--- config.mk ---
export PLATFORM = sky130hd
export DESIGN_NAME = pim_isqrt
export DESIGN_NICKNAME = d
export VERILOG_FILES = /design/src/pim_pkg.sv /design/src/pim_isqrt.sv
export SDC_FILE = /design/constraint.sdc
export NUM_CORES = 2
export LEC_CHECK = 0
export BUFFER_PORTS_ARGS = -buffer_cell sky130_fd_sc_hd__buf_4
export CORE_MARGIN = 1.5
export CORE_UTILIZATION = 70
export CTS_CLUSTER_DIAMETER = 200
export DETAILED_ROUTE_END_ITERATION = 10
export GPL_TIMING_DRIVEN = 0
export PLACE_DENSITY = 0.87
export SLEW_MARGIN = 20
export SYNTH_ARGS = -nofsm -noshare
export SYNTH_HDL_FRONTEND = slang
export SYNTH_SLANG_ARGS = --single-unit
--- constraint.sdc ---
create_clock -name clk -period 17.1 [get_ports clk]
set_input_delay 3.42 -clock clk [delete_from_list [all_inputs] [get_ports clk]]
set_output_delay 3.42 -clock clk [all_outputs]
set_load 0.01 [all_outputs]
--- src/pim_pkg.sv ---
// Shared types, constants and square root step for the pair invariant mass block.
package pim_pkg;

  localparam int FIELD_W   = 31;  // input momentum field width
  localparam int SUM_W     = 32;  // summed momentum and energy width
  localparam int MASS_W    = 24;  // mass register width
  localparam int MSQ_W     = 48;  // squared mass width
  localparam int RAD_W     = 64;  // square root radicand width
  localparam int ROOT_W    = 32;  // square root result width
  localparam int CFG_IDX_W = 2;

  localparam int SQRT_STEPS_PER_STAGE = 2;
  localparam int SQRT_STAGES          = ROOT_W / SQRT_STEPS_PER_STAGE;

  localparam logic [CFG_IDX_W-1:0] REG_HEAVY_MASS  = 2'd0;
  localparam logic [CFG_IDX_W-1:0] REG_LIGHT_MASS  = 2'd1;
  localparam logic [CFG_IDX_W-1:0] REG_TARGET_MASS = 2'd2;

  localparam logic [MASS_W-1:0] HEAVY_MASS_RST  = 24'd1115683;
  localparam logic [MASS_W-1:0] LIGHT_MASS_RST  = 24'd497611;
  localparam logic [MASS_W-1:0] TARGET_MASS_RST = 24'd939565;

  typedef struct packed {
    logic [RAD_W-1:0] rem;
    logic [RAD_W-1:0] res;
  } sqrt_st_t;

  typedef struct packed {
    logic signed [SUM_W-1:0] x;
    logic signed [SUM_W-1:0] y;
    logic signed [SUM_W-1:0] z;
  } sums_t;

  // one digit of the restoring square root; step 0 handles the top bit pair
  function automatic sqrt_st_t sqrt_step(sqrt_st_t cur, int unsigned step);
    logic [RAD_W-1:0] b;
    logic [RAD_W-1:0] trial;
    sqrt_st_t nxt;
    b = RAD_W'(1) << (2 * (ROOT_W - 1 - step));
    trial = cur.res + b;
    if (cur.rem >= trial) begin
      nxt.rem = cur.rem - trial;
      nxt.res = (cur.res >> 1) + b;
    end else begin
      nxt.rem = cur.rem;
      nxt.res = cur.res >> 1;
    end
    return nxt;
  endfunction

endpackage

--- src/pim_isqrt.sv ---
// Pipelined floor square root, two result bits per stage.
module pim_isqrt import pim_pkg::*; (
  input  logic              clk,
  input  logic              ce,
  input  logic [RAD_W-1:0]  radicand,
  output logic [ROOT_W-1:0] root
);

  sqrt_st_t st [SQRT_STAGES];

  for (genvar s = 0; s < SQRT_STAGES; s++) begin : g_stage
    sqrt_st_t stage_in;
    sqrt_st_t stage_out;

    if (s == 0) begin : g_first
      assign stage_in = '{rem: radicand, res: '0};
    end else begin : g_next
      assign stage_in = st[s-1];
    end

    always_comb begin
      stage_out = stage_in;
      for (int j = 0; j < SQRT_STEPS_PER_STAGE; j++) begin
        stage_out = sqrt_step(stage_out, s * SQRT_STEPS_PER_STAGE + j);
      end
    end

    always_ff @(posedge clk) begin
      if (ce) st[s] <= stage_out;
    end
  end

  assign root = st[SQRT_STAGES-1].res[ROOT_W-1:0];

endmodule

# Word-level counts from Yosys, hierarchy flattened
# Memory sizes are Yosys's and may differ from the RTL's.
# Index checks and enable logic that the tools add are counted.
# totals
input_bits,66
output_inout_bits,32
n_memories,1
ramBits,2048
register_bits,0
wordCells,161
# classes
mux,34
magnitude_cmp,32
n_addsub,94
# memory_table
memory,words,width,read_ports,rd_clocked_by_memory_dff,write_ports,line,source
st,16,128,16,0,16,pim_isqrt.sv:9,sqrt_st_t st [SQRT_STAGES];
# ops
operator,count
2-to-1 mux 128 bit,32
greater-or-equal comparator 64 bit,31
subtractor 64 bit,31
adder 63 x 1 -> 64 bit (second input constant),1
adder 63 x 11 -> 64 bit (second input constant),1
adder 63 x 13 -> 64 bit (second input constant),1
adder 63 x 15 -> 64 bit (second input constant),1
adder 63 x 17 -> 64 bit (second input constant),1
adder 63 x 19 -> 64 bit (second input constant),1
adder 63 x 21 -> 64 bit (second input constant),1
adder 63 x 23 -> 64 bit (second input constant),1
adder 63 x 25 -> 64 bit (second input constant),1
adder 63 x 27 -> 64 bit (second input constant),1
adder 63 x 29 -> 64 bit (second input constant),1
adder 63 x 3 -> 64 bit (second input constant),1
adder 63 x 31 -> 64 bit (second input constant),1
adder 63 x 33 -> 64 bit (second input constant),1
adder 63 x 35 -> 64 bit (second input constant),1
adder 63 x 37 -> 64 bit (second input constant),1
adder 63 x 39 -> 64 bit (second input constant),1
adder 63 x 41 -> 64 bit (second input constant),1
adder 63 x 43 -> 64 bit (second input constant),1
adder 63 x 45 -> 64 bit (second input constant),1
adder 63 x 47 -> 64 bit (second input constant),1
other kinds (44),45

# Logic depth before layout (Yosys ltp)
# An unclocked memory read counts as a cell.
# logic_depth
depth_word,7
mapped_depth,34

# Worst setup path before layout
# No wires, ideal clock.
# synth_timing
path_type,reg-to-reg
start,memory st[6][101] (netlist bit)
end,"memory st[6][239] (netlist bit), data pin"
arrival_time_ns,5.999
path_stages_with_launch,26
setup_slack_ns,10.839
n_path_buf,4
setup_time_ns,0.261
period_less_slack_ns,6.261
cell_sequence,edfxtp_1 -> ha_1 -> buf_2 -> nor4bb_1 -> nand4b_1 -> a211o_1 -> nand3_1 -> clkbuf_1 -> buf_1 -> clkbuf_1 -> nor2_1 -> nor2_1 -> ha_1 -> and3_1 -> and3_1 -> a311oi_1 -> and3_1 -> a21oi_1 -> a41o_1 -> a311o_1 -> a21oi_1 -> o21ai_1 -> a221oi_1 -> o211ai_1 -> nor3_1 -> xnor2_1
# synth_lines
item,line
"start, declared",pim_isqrt.sv:9

==> results.yml <==
detailed_routing:
  wl_per_cell_um: 25.0
  drt_pass1_iterations: 10
  drt_iter0_drc: 10400
  vias_per_cell: 6.99
  vias: 73600
  ant_nets: 0
  routed_wl_um: 264000
  drc: 0
timing:
  fmax_mhz: 107
  tightest_slew_ps: 1320
  period_needed_ps: 9350
  rsz0062_at_grt: "false"
  setup_viol: 0
  finalClockSkew_ps: 75.4
  fin_tns_setup_ps: 0
  hold_violations: 0
  slew_headroom_pct: 11.3
  post-route-period-util_pct: 54.7
  drv_slew: 0
finish:
  nNetsFinal: 9455
  fin_area_mm2: 0.0918
  top_regs: "st: 1232 flops"
  largest-register: "st"
  drive_gt1_share_pct: 6.72
  largest_reg_flops: 1232
  syn2layout_area_growth_pct: 8.76
global_routing:
  grt_max_degree: 178
  grt_pass1_vias: 69200
  grt.total_usage_pct: 42.1
  grt_pass1_wl_um: 400000
  antenna_found_initial: 0
  overflow: 0
die:
  die_h_um: 350
  rows: 127
  start_util_pct: 70.5
  design.core.area_mm2: 0.120
  chipWidth_um: 350
  ios: 98
  dieArea_mm2: 0.123
cts:
  path_clk_slew_ps: 70
  h-tree-depth: 4
  cts.sinks: 1232
  cts_buffers: 131
  cts_max_path_buffers: 3
  post_cts_buffers: 0
  cts_hold_buf: 0
  cts_resized: 0
  cts_tree: "yes"
  clockRootBuffer: "clkbuf_16"
  worst_skew_pair.late_latency_ps: 830
synthesis:
  synth_common_cells: "edfxtp_1, nor2_1, a21oi_1"
  yosysWarnings: 0
  syn_nets: 9217
  synthArstFlopShare_pct: 0
  yosysMostFrequentCell: "edfxtp_1"
  yosysTopAreaCell: "edfxtp_1"
  ys_seq_area_share_pct: 43.8
  ys_ff_latch: 1232
  mappedNetlistArea_mm2: 0.0844
  avgSynthCellArea_um2: 9.84
  synth_top_area_share_pct: 43.8
  synth-main-ff-cell: "edfxtp_1"
  synth_edf_count: 1232
  syn_inst: 8578
  synth_area_leaders: "edfxtp_1, ha_1, xnor2_1"
  synth_cell_types: 115
placed_design:
  io_buffers: 97
  postPlaceCellArea_mm2: 0.0874
  gp_congestion: 0.996
  place_hpwl_um: 193000
power:
  power.density_mw_per_mm2: 158
  power.leakage_nw: 35.5
  peakVddDrop_uv: 151
critical_path:
  crit_slowest_cell: "o41ai_1"
  critical_path.max_fanout: 10
  critPathLaunchType: "flip-flop"
  cpPeakStageDelay_ps: 1040
  arrival_ps: 9860
  path_cells: "inv_1 > ha_1 > buf_2 > nor4bb_1 > nand4b_1 > a211o_1 > nand3_1 > clkbuf_1 > buf_1 > clkbuf_1 > nor2_1 > nor2_1 > ha_1 > and3_1 > nand3_1 > o41ai_1 > a31oi_1 > a21oi_1 > nor4_1 > nand4_1 > nor4b_4 > nand4_1 > xor2_1"
  critical_path_class: "reg2reg"
  critical_path_required_ps: 17610
  endpoint_kind: "flip-flop"
run_status:
  status: "complete, no violations"
run:
  drv_cap: 0
hold_path:
  hp-class: "reg2reg"
path summary, 6_finish.rpt:
path / from / to / slack [ps] / depth (start not counted)
worst min register to register: st[1][83] / st[1][211] / 440 / 0
worst max-delay path: st[6][37] / st[6][249] / 7750 / 23
worst max register to register: st[6][37] / st[6][249] / 7750 / 23
worst min-delay path: st[1][83] / st[1][211] / 440 / 0
through the flow:
step | cells | power, mW | hold WS [ps] | util (%) | setup WS (ps)
global placement | 10300 | 11.1 | 430 | 72.8 | 2540
floorplan | 8578 | 9.50 | 417 | - | 10840
finish | 10500 | 14.5 | 443 | 76.6 | 7750
detailed placement | 10300 | 11.2 | 435 | 73.0 | 8450
CTS | 10500 | 14.3 | 445 | 76.6 | 8320
global route | 10500 | 15.2 | 456 | 76.6 | 7450
layout by cell type (no fill, tap or decap), drive strengths merged, types with 41 or more instances in the layout:
master / count
clkinv: 67
and3: 76
xnor2: 503
o211ai: 41
and2: 65
nand3: 224
o21bai: 83
a31oi: 74
clkbuf: 314
a211oi: 60
inv: 494
nor3: 203
or3: 112
nor2: 715
nor4: 223
mux2: 98
nor2b: 81
or4: 75
edfxtp: 1232
a21o: 272
buf: 177
xor2: 335
nand2: 678
o21a: 76
o21ai: 425
a21oi: 706
ha: 573
nand2b: 81
o31ai: 62
nand4: 199
or2: 62
power breakdown:
| part | internal (mW) | leakage [nW] | switching (mW) |
|---|---|---|---|
| Sequential | 4.11 | 11.8 | 0.486 |
| Clock | 1.61 | 2.11 | 1.33 |
| Combinational | 2.72 | 21.6 | 4.24 |
| Total | 8.44 | 35.5 | 6.05 |
critical path, delay by kind of cell (launching register included):
family | cells | cell delay [ps]
xor gates and xnor gates | 1 | 200
DFF | 1 | 440
and+or+nand+nor | 11 | 3490
buffers and inverters | 5 | 2130
adders and majority gates | 2 | 560
AOI/OAI and AO/OA | 4 | 2220
per-layer routing:
| metal | vias up | wire (um) | global-route usage, % |
|---|---|---|---|
| li1 | 32500 | - | - |
| met1 | 34600 | 99000 | 54.5 |
| met2 | 5290 | 120000 | 67.3 |
| met3 | 1237 | 28300 | 8.39 |
| met4 | 0 | 16000 | 21.7 |
| met5 | - | 0 | 0 |
logic make-up after synthesis:
logic type	count (synthesis)	share of synthesized area, %
xor+xnor	838	8.72
fa+ha+maj	573	8.49
compound gates	2091	15.7
mux	129	1.71
flops	1232	43.8
simple gates	2984	18.2
buf+inv	731	3.41
cell type report:
type	count	area (um2)
Clock inverter	91	1080
Antenna cell	2	5.00
Timing Repair Buffer	105	948
Sequential cell	1232	37000
Multi-Input combinational cell	6615	44600
Tap cell	1612	2020
Inverter	490	1840
Buffer	241	1040
Fill cell	7871	28000
Clock buffer	145	3330
No activity file was read; power rests on OpenSTA's default activity.
